**src/design/sacl_pkg.sv**
```systemverilog
// ----------------------------------------------------------------------------
// sacl_pkg
// Shared types and constants of the set-associative LRU tag store.
// ----------------------------------------------------------------------------
`default_nettype none

package sacl_pkg;

   // access kinds
   localparam logic KIND_READ  = 1'b0;
   localparam logic KIND_WRITE = 1'b1;

   // csr register indexes
   localparam logic [1:0] CSR_OFFSET_BITS = 2'd0;
   localparam logic [1:0] CSR_INDEX_BITS  = 2'd1;
   localparam logic [1:0] CSR_WAYS_IN_USE = 2'd2;

   localparam int CSR_DATA_W = 5;

   localparam logic [4:0] OFFSET_BITS_RST = 5'd5;
   localparam logic [3:0] INDEX_BITS_RST  = 4'd8;
   localparam logic [3:0] WAYS_IN_USE_RST = 4'd8;

   // widest set index and tag over the parameter ranges
   localparam int SET_MAX_W = 16;
   localparam int TAG_MAX_W = 64;
   localparam int VICTIM_W  = 48;
   localparam int COUNT_W   = 32;

   // classified access word, front to back
   typedef struct packed {
      logic                 kind;
      logic [SET_MAX_W-1:0] set;
      logic [TAG_MAX_W-1:0] tag;
   } item_type;

endpackage

`default_nettype wire

```
**src/design/sacl_front.sv**
```systemverilog
// ----------------------------------------------------------------------------
// sacl_front
// Holds the csr registers and splits each request address into set and tag.
// ----------------------------------------------------------------------------
`default_nettype none

module sacl_front #(
   parameter int SETS      = 256,
   parameter int WAYS      = 8,
   parameter int ADDR_BITS = 48,
   localparam int WCNT_W   = $clog2(WAYS + 1)
) (
   input  wire logic                          clock,
   input  wire logic                          reset,
   input  wire logic                          csr_we,
   input  wire logic [1:0]                    csr_index,
   input  wire logic [sacl_pkg::CSR_DATA_W-1:0] csr_wdata,
   input  wire logic                          req_kind,
   input  wire logic [ADDR_BITS-1:0]          req_address,
   output sacl_pkg::item_type                 item,
   output logic [WCNT_W-1:0]                  ways_eff
);

   // floor(log2(SETS))
   localparam int MAX_IB = $clog2(SETS + 1) - 1;

   logic [4:0]           offset_bits_ff;
   logic [3:0]           index_bits_ff;
   logic [3:0]           ways_in_use_ff;
   logic [4:0]           ib_eff;
   logic [5:0]           tag_shift;
   logic [15:0]          set_mask;
   logic [ADDR_BITS-1:0] addr_off;
   logic [ADDR_BITS-1:0] tag_raw;

   always_ff @(posedge clock) begin
      if (reset) begin
         offset_bits_ff <= sacl_pkg::OFFSET_BITS_RST;
         index_bits_ff  <= sacl_pkg::INDEX_BITS_RST;
         ways_in_use_ff <= sacl_pkg::WAYS_IN_USE_RST;
      end else if (csr_we) begin
         unique case (csr_index)
            sacl_pkg::CSR_OFFSET_BITS: offset_bits_ff <= csr_wdata[4:0];
            sacl_pkg::CSR_INDEX_BITS:  index_bits_ff  <= csr_wdata[3:0];
            sacl_pkg::CSR_WAYS_IN_USE: ways_in_use_ff <= csr_wdata[3:0];
            default: ;
         endcase
      end
   end

   always_comb begin
      ib_eff = (5'(index_bits_ff) > 5'(MAX_IB)) ? 5'(MAX_IB) : 5'(index_bits_ff);
      tag_shift = 6'(offset_bits_ff) + 6'(ib_eff);
      set_mask  = ~(16'hffff << ib_eff);
      addr_off  = req_address >> offset_bits_ff;
      tag_raw   = req_address >> tag_shift;

      item.kind = req_kind;
      item.set  = addr_off[15:0] & set_mask;
      item.tag  = sacl_pkg::TAG_MAX_W'(tag_raw);

      if (ways_in_use_ff == 4'd0) begin
         ways_eff = WCNT_W'(1);
      end else if (32'(ways_in_use_ff) > WAYS) begin
         ways_eff = WCNT_W'(WAYS);
      end else begin
         ways_eff = WCNT_W'(ways_in_use_ff);
      end
   end

endmodule

`default_nettype wire

```
**config.mk**
```make
export PLATFORM = sky130hd
export DESIGN_NAME = sacl_front
export DESIGN_NICKNAME = d
export VERILOG_FILES = /design/src/design/sacl_pkg.sv /design/src/design/sacl_front.sv
export SDC_FILE = /design/constraint.sdc
export NUM_CORES = 1
export LEC_CHECK = 0
export BUFFER_PORTS_ARGS = -buffer_cell sky130_fd_sc_hd__buf_2
export CORE_ASPECT_RATIO = 1.5
export CORE_MARGIN = 3
export CORE_UTILIZATION = 50
export DETAILED_ROUTE_END_ITERATION = 6
export PLACE_DENSITY_LB_ADDON = 0.05
export REMOVE_ABC_BUFFERS = 1
export SYNTH_ARGS = -nofsm -noshare
export SYNTH_HDL_FRONTEND = slang
export SYNTH_SLANG_ARGS = --single-unit
```
**constraint.sdc**
```tcl
create_clock -name clock -period 4.29 [get_ports clock]
set_input_delay 1.0725 -clock clock [delete_from_list [all_inputs] [get_ports clock]]
set_output_delay 1.0725 -clock clock [all_outputs]
set_load 0.02 [all_outputs]
```
Yosys cells after proc, flatten, opt, wreduce, memory -nomap -nowiden
Cells that the tools add are included.
{"block": "word_totals", "reg_bits": 13, "input_bits": 59, "word_cells": 21}
{"block": "op_classes", "addsub": 1, "n_lt_le_gt_ge": 2, "eq_ne": 2, "shift": 3, "muxes": 3, "bitwise": 2, "reduce_logical": 5}
{"cell": ">> shifter 48 x 5 -> 16 bit", "count": 1}
{"cell": ">> shifter 48 x 6 -> 48 bit", "count": 1}
{"cell": "AND 16 bit", "count": 1}
{"cell": "inverter 16 bit", "count": 1}
{"cell": "<< shifter 16 x 4 -> 16 bit, first input constant", "count": 1}
{"cell": "2-to-1 mux 4 bit", "count": 3}
{"cell": "> comparator 4 bit, second input constant", "count": 2}
{"cell": "adder 5 x 4 -> 6 bit", "count": 1}
{"cell": "AND reduction 2 bit", "count": 3}
{"cell": "logical NOT 4 bit", "count": 1}
{"cell": "== test 2 x 1 -> 1 bit, second input constant", "count": 1}
{"cell": "== test 2 bit, second input constant", "count": 1}
{"cell": "logical NOT 2 bit", "count": 1}

Depth between registers and ports, before layout
{"block": "depth", "ltp_word": 5, "ltp_mapped": 14, "mapped_depth_nobuf": 11}

Worst setup path before layout
No wires, ideal clock.
{"block": "synth_path", "path_type": "register to output", "startpoint": "register offset_bits_ff[1]", "endpoint": "output port item[15] (netlist name)", "arrival_ps": 3697, "path_slack_ps": -480, "stages_incl_launch_ff": 11, "path_buffers": 6, "cell_sequence": "dfxtp_1 -> buf_2 -> buf_1 -> inv_1 -> fa_1 -> buf_2 -> buf_2 -> buf_1 -> buf_2 -> mux2i_1 -> o311ai_0"}
{"item": "from (decl)", "line_no": "sacl_front.sv:27", "text": "logic [4:0] offset_bits_ff;"}
{"item": "from (signal assigned)", "line_no": "sacl_front.sv:38", "text": "offset_bits_ff <= sacl_pkg::OFFSET_BITS_RST;"}
{"item": "from (signal assigned)", "line_no": "sacl_front.sv:43", "text": "sacl_pkg::CSR_OFFSET_BITS: offset_bits_ff <= csr_wdata[4:0];"}
{"item": "to (decl)", "line_no": "sacl_front.sv:20", "text": "output sacl_pkg::item_type item,"}

==> reports/metrics.cfg <==
[run_status]
violations_in_the_final_reports=negative setup slack
status=complete, but fails checks

[setup_path]
timing.critical_path.fanout_max=8
timing_worst_setup_path_type=flip-flop to output pin
critical_path.startpoint=index_bits_ff[3]
r2r_cells=5
cp-start-kind=flip-flop
worstSetupEndpoint=item[0]
critical_path.endpoint_type=output pin
rr_endpoint=offset_bits_ff[4]
worstReg2RegStart=offset_bits_ff[4]
r2r_setup_slack_ns=2.91
cp_data_arrival_time_ns=3.25
required_ns=3.22

[timing]
timing.final.max_slew_violations=0
grt_setup_unrepaired=yes
final_clock_period_utilization_by_the_worst_path=1.01
final_hold_viol_count=0
max_freq_mhz=231
setup_viol_count_final=2
timing.final.ws_setup_ns=-0.0361
final.min_clock_period_ns=4.33
final_clock_skew_ns=0
worst_pin_slew_ns=1.05
slew_headroom=0.295
setup_tns_ns=-0.0553

[clock_tree]
numClockSinks=13
clock_tree.htree_level_count=1
cts.hold.buffers_added=0
cts.root.buffer_cell=clkbuf_16
clock_tree_from_tritoncts=yes
cts_buffers=3
cts.path.max_buffers=2
clock_insertion_delay_worst_skew_ns=0.24
clk_pin_slew_ns=0.04

[drt]
vias=6142
wirelength_mm=21.2
number_of_search_and_repair_iterations_in_the_first_detailed_routing_pass=5
route.detailed.drc=0
drt_iter0_markers=490
drtAntennaViolNets=0
routed_via_density=6.63
detail_route.wl_per_cell_um=22.9

[synth]
synth-edff-count=0
ys_seq_elements=13
post_syn_area_mm2=0.00527
synthTopCellsByArea=mux2i_1 (23%), mux4_2 (19%), dfxtp_1 (4.9%)
synth_top_area_cell=mux2i_1
netlist_instances=653
synth.yosys.seq_area_share=0.0494
synth_async_sr_flop_share=0
synth_top_flop_cell=dfxtp_1
yosysWarningCount=0
synth.distinct_cells=67
portion_of_synthesized_cell_area_occupied_by_the_leading_cell_type=0.226
synthesis.area_per_instance_um2=8.07

[grt]
first_global_vias=5977
grt_max_degree=40
grt_antenna_before_repair=0
global_route_wire_length_before_repair_mm=32.2
grt-ovfl-total=0
groute.usage.overall=0.332

[placement]
place.detailed.instances=906
portBuffers=117
hpwlAfterDp_mm=16.4
gpl.final_weighted_congestion=1.01
detailed_place.area_mm2=0.00615
place_worst_setup_slack_ns=0.0802

[floorplanning]
num_rows=45
die_area_mm2=0.0118
core_region_area_mm2=0.0102
design.portCount=144
dieHeight_um=132
die-width_um=89.8
initial_core_util=0.517

[finish]
layout.filler_cells=904
num-nets-final=851
layout_common_cells=mux2i_1 (112), buf_2 (112), nand2_1 (65), nor2_1 (59), buf_4 (54)
layout-drive-gt1-share=0.398
stdcell_area_mm2=0.00676
antenna-diode-count=0
areaGrowthSynthToFinish_pct=28.1
finish.cell_count_without_fillers=927

[pwr]
leakagePower_nw=2.99
power_density_over_the_cells_mw_per_mm2=191
vdd_drop_max_mv=0.288

[worst_hold_path]
hold_path_depth=2
min_path_type=flip-flop to flip-flop

[flow_run]
cap_violations=0

-- area by class of cell --
class | instances | area, µm² | share of cell area
flip-flops and latches | 13 | 267 | 0.0395
multi-input cells | 568 | 4850 | 0.718
well taps | 141 | 176 | 0.0261
inverters | 14 | 56.3 | 0.00833
clock buffers | 4 | 78.8 | 0.0117
repair buffers | 187 | 1330 | 0.196
-- cells in the mapped netlist, types with 3 or more instances --
library cell	n
a211oi_1	10
a211o_1	6
dfxtp_1	13
nand2_1	67
nand3_1	12
o211ai_1	16
inv_1	10
mux4_2	45
o21ai_0	24
a221oi_1	5
buf_1	6
o221ai_1	6
a22oi_1	3
buf_4	29
nor2b_1	6
buf_2	16
nor2_1	65
nor3_1	16
o21ai_1	5
mux2_2	18
o22ai_1	7
clkinv_1	3
mux2i_1	119
clkbuf_1	27
ha_1	4
o21a_1	4
a31oi_1	7
a21oi_1	39
buf_6	3
mux2_1	3
and2_1	6
or3_1	6
-- power breakdown --
part / leakage (nW) / internal (W) / switching (W)
combinational: 2.85 / 0.000410 / 0.000575
sequential: 0.107 / 0.000126 / 0.00000398
clock: 0.0382 / 0.000125 / 0.0000484
total: 2.99 / 0.000661 / 0.000627
-- flip-flops by register name (all words and copies together) (netlist names) --
signal          flops
index_bits_ff       4
offset_bits_ff      5
ways_in_use_ff      4
-- per-stage QoR --
stage	power (W)	utilization	hold WS [ns]
floorplan	0.000714	-	0.464
global placement	0.00102	0.604	0.487
detailed placement	0.00103	0.604	0.496
CTS	0.00122	0.624	0.506
global route	0.00135	0.663	0.554
finish	0.00129	0.663	0.501
-- metal layers --
layer | routed length [µm] | GRT usage
met1 | 7310 | 0.373
met2 | 10900 | 0.605
met3 | 1700 | 0.0383
met4 | 1300 | 0.182
met5 | 0 | 0
-- critical path, cell delays in order, from the launching register on --
cell and delay, ns:
dfxtp_4 0.34, and2b_4 0.26, ha_4 0.13, inv_2 0.04
fa_2 0.46, xor2_4 0.22, buf_12 0.15, buf_6 0.13
nor3_4 0.12, a211oi_2 0.08, buf_4 0.16, mux4_2 0.48
a22oi_2 0.17, o21ai_1 0.09, buf_4 0.16
-- kinds of logic (layout without fill, tap and decap cells) --
| family | Yosys count | in the layout | synth area share |
|---|---|---|---|
| multiplexers | 186 | 186 | 0.466 |
| other | 1 | 24 | 0.000711 |
| XOR/XNOR | 4 | 4 | 0.0152 |
| AO/OA/AOI/OAI | 156 | 156 | 0.198 |
| flip-flops | 13 | 13 | 0.0494 |
| buffers and inverters | 95 | 205 | 0.0963 |
| adder cells (fa/ha/maj) | 5 | 5 | 0.0133 |
| AND/OR/NAND/NOR | 193 | 193 | 0.162 |
-- how the worst min path moves through the flow --
| stage | from | endpoint | slack (ns) |
|---|---|---|---|
| CTS | ways_in_use_ff[0] | ways_in_use_ff[0] | 0.51 |
| global placement | ways_in_use_ff[0] | ways_in_use_ff[0] | 0.49 |
| global route | ways_in_use_ff[1] | ways_in_use_ff[1] | 0.55 |
| finish | ways_in_use_ff[0] | ways_in_use_ff[0] | 0.50 |
| detailed placement | ways_in_use_ff[0] | ways_in_use_ff[0] | 0.50 |
| floorplan | ways_in_use_ff[0] | ways_in_use_ff[0] | 0.46 |
-- what timing repair did --
item / in CTS / in global routing
buffers inserted: 8 / 7
pin swaps: 3 / 10
endpoints found under the setup margin: 22 / 34
cloned: 1 / 2
gates resized for setup: 9 / 68
(Power assumes the default switching activity.)
