--- src/design/sacl_pkg.sv ---
// ----------------------------------------------------------------------------
// sacl_pkg
// Shared types and constants of the set-associative LRU tag store.
// ----------------------------------------------------------------------------
`default_nettype none

package sacl_pkg;

   // access kinds
   localparam logic KIND_READ  = 1'b0;
   localparam logic KIND_WRITE = 1'b1;

   // csr register indexes
   localparam logic [1:0] CSR_OFFSET_BITS = 2'd0;
   localparam logic [1:0] CSR_INDEX_BITS  = 2'd1;
   localparam logic [1:0] CSR_WAYS_IN_USE = 2'd2;

   localparam int CSR_DATA_W = 5;

   localparam logic [4:0] OFFSET_BITS_RST = 5'd5;
   localparam logic [3:0] INDEX_BITS_RST  = 4'd8;
   localparam logic [3:0] WAYS_IN_USE_RST = 4'd8;

   // widest set index and tag over the parameter ranges
   localparam int SET_MAX_W = 16;
   localparam int TAG_MAX_W = 64;
   localparam int VICTIM_W  = 48;
   localparam int COUNT_W   = 32;

   // classified access word, front to back
   typedef struct packed {
      logic                 kind;
      logic [SET_MAX_W-1:0] set;
      logic [TAG_MAX_W-1:0] tag;
   } item_type;

endpackage

`default_nettype wire

--- src/design/sacl_queue.sv ---
// ----------------------------------------------------------------------------
// sacl_queue
// Two-entry queue of classified access words between front and back.
// ----------------------------------------------------------------------------
`default_nettype none

module sacl_queue (
   input  wire logic               clock,
   input  wire logic               reset,
   input  wire logic               push,
   input  wire sacl_pkg::item_type push_item,
   input  wire logic               pop,
   output logic                    not_empty,
   output logic                    full,
   output sacl_pkg::item_type      head
);

   sacl_pkg::item_type entry_ff [2];
   logic               wr_ptr_ff, wr_ptr_in;
   logic               rd_ptr_ff, rd_ptr_in;
   logic [1:0]         count_ff, count_in;

   assign not_empty = (count_ff != 2'd0);
   assign full      = (count_ff == 2'd2);
   assign head      = entry_ff[rd_ptr_ff];

   always_comb begin
      wr_ptr_in = push ? ~wr_ptr_ff : wr_ptr_ff;
      rd_ptr_in = pop  ? ~rd_ptr_ff : rd_ptr_ff;
      count_in  = count_ff + 2'(push) - 2'(pop);
   end

   always_ff @(posedge clock) begin
      if (reset) begin
         wr_ptr_ff <= 1'b0;
         rd_ptr_ff <= 1'b0;
         count_ff  <= 2'd0;
      end else begin
         wr_ptr_ff <= wr_ptr_in;
         rd_ptr_ff <= rd_ptr_in;
         count_ff  <= count_in;
      end
   end

   always_ff @(posedge clock) begin
      if (push) begin
         entry_ff[wr_ptr_ff] <= push_item;
      end
   end

endmodule

`default_nettype wire

--- config.mk ---
export PLATFORM = sky130hd
export DESIGN_NAME = sacl_queue
export DESIGN_NICKNAME = d
export VERILOG_FILES = /design/src/design/sacl_pkg.sv /design/src/design/sacl_queue.sv
export SDC_FILE = /design/constraint.sdc
export NUM_CORES = 1
export LEC_CHECK = 0
export BUFFER_PORTS_ARGS = -buffer_cell sky130_fd_sc_hd__buf_2
export CORE_UTILIZATION = 41
export DETAILED_ROUTE_END_ITERATION = 12
export PLACE_DENSITY = 0.66
export SLEW_MARGIN = 15
export SYNTH_ARGS = -nofsm -noshare
export SYNTH_HDL_FRONTEND = slang
export SYNTH_SLANG_ARGS = --single-unit
export TNS_END_PERCENT = 20
--- constraint.sdc ---
create_clock -name clock -period 13.85 [get_ports clock]
set_input_delay 2.0775 -clock clock [delete_from_list [all_inputs] [get_ports clock]]
set_output_delay 2.0775 -clock clock [all_outputs]
set_load 0.02 [all_outputs]
Word-level counts from Yosys, hierarchy flattened
Memory sizes are Yosys's and may differ from the RTL's. A register that Yosys moved wholly into a read port is not among the register bits.
Cells that the tools add are included.
{ "word_totals": {"regBits": 4, "ramBits": 162, "output_inout_bits": 83, "word_cells": 14, "memories": 1} }
{ "op_classes": {"n_addsub": 2, "n_eq_ne": 1, "mux": 4, "n_bitwise": 2, "n_reduce_logical": 1} }
{ "memory_table": {"columns": ["memory", "words", "word_bits", "read_ports", "rd_ports_with_merged_regs", "write_ports", "line_no", "text"], "rows": [
  ["entry_ff", 2, 81, 1, 1, 1, "sacl_queue.sv:18", "sacl_pkg::item_type entry_ff [2];"]
]} }
{ "ops": {"columns": ["operator", "count"], "rows": [
  ["$mux 1", 4],
  ["$add 2x1->2", 1],
  ["$eq 2x2->1 const B", 1],
  ["$not 1->1", 2],
  ["$reduce_bool 2->1", 1],
  ["$sub 2x1->2", 1]
]} }

Logic depth before layout (Yosys ltp)
Gate-level depths: netlist of the first run.
{ "depth": {"depth_word": 3, "ltp_mapped": 6, "ltp_nobuf": 6} }

Worst setup path after synthesis of the first run
No wires, ideal clock.
{ "synth_path": {"kind": "input to register", "from": "input port push", "to": "memory entry_ff[0][0] (netlist name) (enable)", "setup_time_ps": 531, "arrival_time_ps": 5618, "setup_slack_ps": 7701, "cell_stages": 1, "cell_sequence": "nor2b_1"} }
{ "synth_via": {"elab_chain_len": 2} }
{ "synth_lines": {"columns": ["element", "line_no", "text"], "rows": [
  ["from (decl)", "sacl_queue.sv:10", "input wire logic push,"],
  ["$mux 1", "sacl_queue.sv:46", "if (push) begin"],
  ["$mux 1 (implied by the code)", "sacl_queue.sv:47", "entry_ff[wr_ptr_ff] <= push_item;"],
  ["to (decl)", "sacl_queue.sv:18", null]
]} }
Every way passes these cells.

==> impl_metrics.ini, run 1 <==
[status]
status = complete, no violations

[timing]
rsz0062_at_grt = false
layout_min_cycle_time_ns = 4.63
final_max_slew_viol_count = 0
final-hold-violation-count = 0
finalSetupViolCount = 0
worst_pin_slew_ns = 1.12
relSlewSlack = 0.251
layout_worst_path_cycle_share = 0.334
finClkSkew_ns = 0.00852
setup_slack_ns = 9.22
max_freq_mhz = 216
tns_ns = 0

[critical_path]
max_stage_delay_ns = 0.77
worst_ep_arrival_time_ns = 2.55
crit_path_top_delay_cell = dfxtp_4
path_max_fanout = 47
cp_cell_sequence = buf_4 -> mux2_4 -> buf_2
endpoint_kind = primary output
start_kind = register
worstSetupPathType = register to primary output
crit_required_ns = 11.77

[placement]
place_area_mm2 = 0.00742
dp_hpwl_mm = 6.66
globalplace.congestion = 0.640
place_ws_ns = 9.62
numPortBuffers = 167

[global_route]
grt_max_degree = 82
antenna_found_initial = 1
grt_pass1_vias = 3219
overflow = 0
grt_pass1_wl_mm = 16.1
grt_usage = 0.135

[floorplanning]
io_pins = 168
core_mm2 = 0.0153
dieWidth_um = 128
die_area_mm2 = 0.0163
die_h_um = 128
rows = 45
start_util = 0.422

[drt]
routed_via_density = 4.55
drt_iter0_drc = 138
num_vias = 3085
firstDrtPassIters = 4
drc_errors = 0
drt-total-wl_mm = 10.6
ant_nets = 0
wire_per_inst_um = 15.7

[clock_tree]
insertion_delay_ns = 0.41
cts.repair.resized = 0
cts_tree = built
clk_pin_slew_ns = 0.06
clk_path_buf_depth = 2
h-tree-depth = 4
postCtsSetupBuffers = 0
cts_num_sinks = 167
cts_root_buf = clkbuf_16
cts_made_buffers = 17
hold_buffers = 0

[pwr]
power_density_mw_per_mm2 = 149
p_leak_nw = 3.16
max-vdd-ir-drop_mv = 0.0874

[finish]
area_growth_pct = 23.5
post-route-util = 0.522
stdcell_area_mm2 = 0.00799
final_cell_mix = buf_2, edfxtp_1, mux2_4
drive_above_1_share = 0.607
nNetsFinal = 540
final_common_cell = buf_2

[logic_synthesis]
ys_seq_area_frac = 0.768
ys_ff_latch = 167
syn_area_mm2 = 0.00647
synth_nets = 360
syn-mean-instance-area_um2 = 23.7
synth_cell_type_count = 14
netlist_instances = 273
ys_warn_count = 0

[job]
max_cap_viol_count = 0

[min_path]
min_path_type = register to register
==> worst paths after layout <==
kind	start	to	slack [ns]	cells after the start
setup / recovery	register	head[17]	9.22	3
hold / removal	rd_ptr_ff	rd_ptr_ff	0.52	2
setup reg to reg	wr_ptr_ff	entry_ff[0][17]	12.10	2
hold reg to reg	rd_ptr_ff	rd_ptr_ff	0.52	2
==> power by group <==
part	switching [W]	internal, W
Clock	0.000184	0.000246
Combinational	0.0000834	0.0000749
Sequential	0.0000135	0.000590
Total	0.000281	0.000912
==> state kept, by name, summed over array words and instances (netlist names), named ones only <==
register	flops
entry_ff	162
wr_ptr_ff	1
rd_ptr_ff	1
count_ff	2
==> area by class of cell <==
class	count	area, um2
diodes	1	2.50
clock buffers	20	437
clock inverters	12	105
fillers	1280	7330
inverters	2	7.51
multi-input cells	95	1330
flip-flops and latches	167	4970
well taps	211	264
repair buffers	170	871
==> through the flow <==
stage | total power, W | hold WS, ns | std cells
3_5_place_dp | 0.000775 | 0.511 | 644
6_report | 0.00119 | 0.519 | 678
3_3_place_gp | 0.000771 | 0.496 | 644
5_1_grt | 0.00124 | 0.570 | 677
4_1_cts | 0.00121 | 0.527 | 676
2_1_floorplan | 0.000732 | 0.480 | 273
==> per-layer routing <==
| layer | wire length, um | part of all wire | vias up | track usage |
|---|---|---|---|---|
| met3 | 837 | 0.079 | 12 | 0.0595 |
| met4 | 131 | 0.012 | 0 | 0.0519 |
| met2 | 5210 | 0.49 | 109 | 0.226 |
| li1 | - | - | 1436 | - |
| met5 | 0 | 0 | - | 0 |
| met1 | 4450 | 0.42 | 1528 | 0.153 |
==> logic make-up after synthesis <==
group / share of synthesized area
and+or+nand+nor: 0.00716
buffers and inverters: 0.0277
xor gates and xnor gates: 0.00619
muxes: 0.187
adders and majority gates: 0.00387
DFF: 0.768
==> critical path: cells and delay by family (launching register included) <==
kind	cells	cell delay [ns]
buf+inv	2	0.93
flops	1	0.77
mux	1	0.36
==> cell usage after synthesis <==
library cell,number,area share
buf_6,1,0.0017
nor2b_1,3,0.0029
mux2_4,80,0.19
xnor3_1,1,0.0035
edfxtp_1,162,0.75
mux2_2,1,0.0017
inv_1,2,0.0012
and2_1,1,0.00097
ha_1,2,0.0039
xnor2_1,2,0.0027
or2_2,1,0.00097
nor2_1,4,0.0023
buf_12,8,0.025
dfxtp_1,5,0.015
Note: power is estimated with default switching activity, not from simulation.
==> inputs of run 2 (changes only) <==
==> constraint.sdc (replaced) <==
create_clock -name clock -period 4.4 [get_ports clock]
set_input_delay 0.66 -clock clock [delete_from_list [all_inputs] [get_ports clock]]
set_output_delay 0.66 -clock clock [all_outputs]
set_load 0.02 [all_outputs]
==> impl_metrics.ini, run 2 (synthesis gave the netlist of run 1 again) <==
[status]
status = complete, no violations

[finish]
regMostFlops = entry_ff
multiInputGateArea_mm2 = 0.00133
final_common_cell = buf_2
seqCellArea_mm2 = 0.00497
final_cell_mix = buf_2, edfxtp_1, mux2_4
nFillCells = 1279
area_growth_pct = 24.8
largest_reg_flops = 162
stdcell_count = 680
stdcell_area_mm2 = 0.00807
drive_above_1_share = 0.618
top_regs = entry_ff x162, count_ff x2
nNetsFinal = 542

[drt]
routed_via_density = 4.53
firstDrtPassIters = 4
drt_iter0_drc = 136
drc_errors = 0
wire_per_inst_um = 15.6
ant_nets = 0
drt-total-wl_mm = 10.6
num_vias = 3079

[timing]
setup_slack_ns = 1.51
timing.hold.ws_ns = 0.424
final_max_slew_viol_count = 0
layout_min_cycle_time_ns = 2.89
layout_worst_path_cycle_share = 0.656
finalSetupViolCount = 0
relSlewSlack = 0.297
rsz0062_at_grt = false
tns_ns = 0
max_freq_mhz = 346
worst_pin_slew_ns = 1.05
final-hold-violation-count = 0
finClkSkew_ns = 0.00857

[floorplanning]
die_area_mm2 = 0.0163
rows = 45
start_util = 0.422
dieWidth_um = 128
core_mm2 = 0.0153
die_h_um = 128
io_pins = 168

[placement]
place_area_mm2 = 0.00745
placed_cells = 646
dp_hpwl_mm = 6.84
globalplace.congestion = 0.658
numPortBuffers = 167
place_ws_ns = 1.90

[clock_tree]
cts.repair.resized = 0
cts_tree = built
cts_num_sinks = 167
h-tree-depth = 4
clk_pin_slew_ns = 0.07
postCtsSetupBuffers = 0
insertion_delay_ns = 0.42
clk_path_buf_depth = 2
cts_made_buffers = 17
cts_root_buf = clkbuf_16
hold_buffers = 0

[global_route]
grt_usage = 0.136
antenna_found_initial = 2
grt_pass1_vias = 3124
grt_pass1_wl_mm = 15.9
overflow = 0
grt_max_degree = 82

[pwr]
power_density_mw_per_mm2 = 480
p_leak_nw = 3.21
max-vdd-ir-drop_mv = 0.348

[critical_path]
r2r-start = wr_ptr_ff
worst_ep_arrival_time_ns = 2.23
r2r_slack_ns = 2.47
start_kind = register
path_max_fanout = 44
r2r_end = entry_ff[0][29]
crit_required_ns = 3.74
cp-endpoint = head[56]
endpoint_kind = primary output
reg2regPathDepth = 2
worstSetupPathType = register to primary output

[min_path]
min_path_type = input port to register

[job]
max_cap_viol_count = 0
## run 2: metrics by stage
step | power (W) | util
3_5_place_dp | 0.00244 | 0.487
5_1_grt | 0.00401 | 0.527
4_1_cts | 0.00393 | 0.525
2_1_floorplan | 0.00230 | -
6_report | 0.00387 | 0.527
3_3_place_gp | 0.00243 | 0.487
## run 2: layout make-up
class	count	share of cell area
Antenna cell	1	0.000310
Clock buffer	17	0.0527
Clock inverter	15	0.0209
Inverter	2	0.000930
Multi-Input combinational cell	95	0.165
Sequential cell	167	0.616
Tap cell	211	0.0327
Timing Repair Buffer	172	0.111
## run 2: critical path, stage by stage, from the launching register on
cell     delay, ns
dfxtp_4       0.90
buf_4         0.41
mux2_4        0.33
buf_2         0.16
## run 2: worst min path at each step
stage | from | cells after the start | end
5_1_grt | push_item[46] | 1 | entry_ff[0][46]
3_5_place_dp | rd_ptr_ff | 2 | register
3_3_place_gp | rd_ptr_ff | 2 | rd_ptr_ff
6_report | push_item[60] | 1 | entry_ff[0][60]
4_1_cts | push_item[48] | 1 | entry_ff[1][48]
2_1_floorplan | rd_ptr_ff | 2 | register
## run 2: report_power, final
part | total [W] | internal, W | switching (W)
sequential | 0.00190 | 0.00186 | 0.0000481
clock | 0.00147 | 0.000850 | 0.000623
combinational | 0.000496 | 0.000239 | 0.000257
## run 2: routing by layer
metal | part of all wire | wire [um] | GRT usage | vias to the layer above
met4 | 0.018 | 187 | 0.0602 | 2
met1 | 0.41 | 4350 | 0.151 | 1508
met2 | 0.50 | 5270 | 0.225 | 109
li1 | - | - | - | 1444
met5 | 0.0016 | 17 | 0 | -
met3 | 0.077 | 816 | 0.0603 | 16
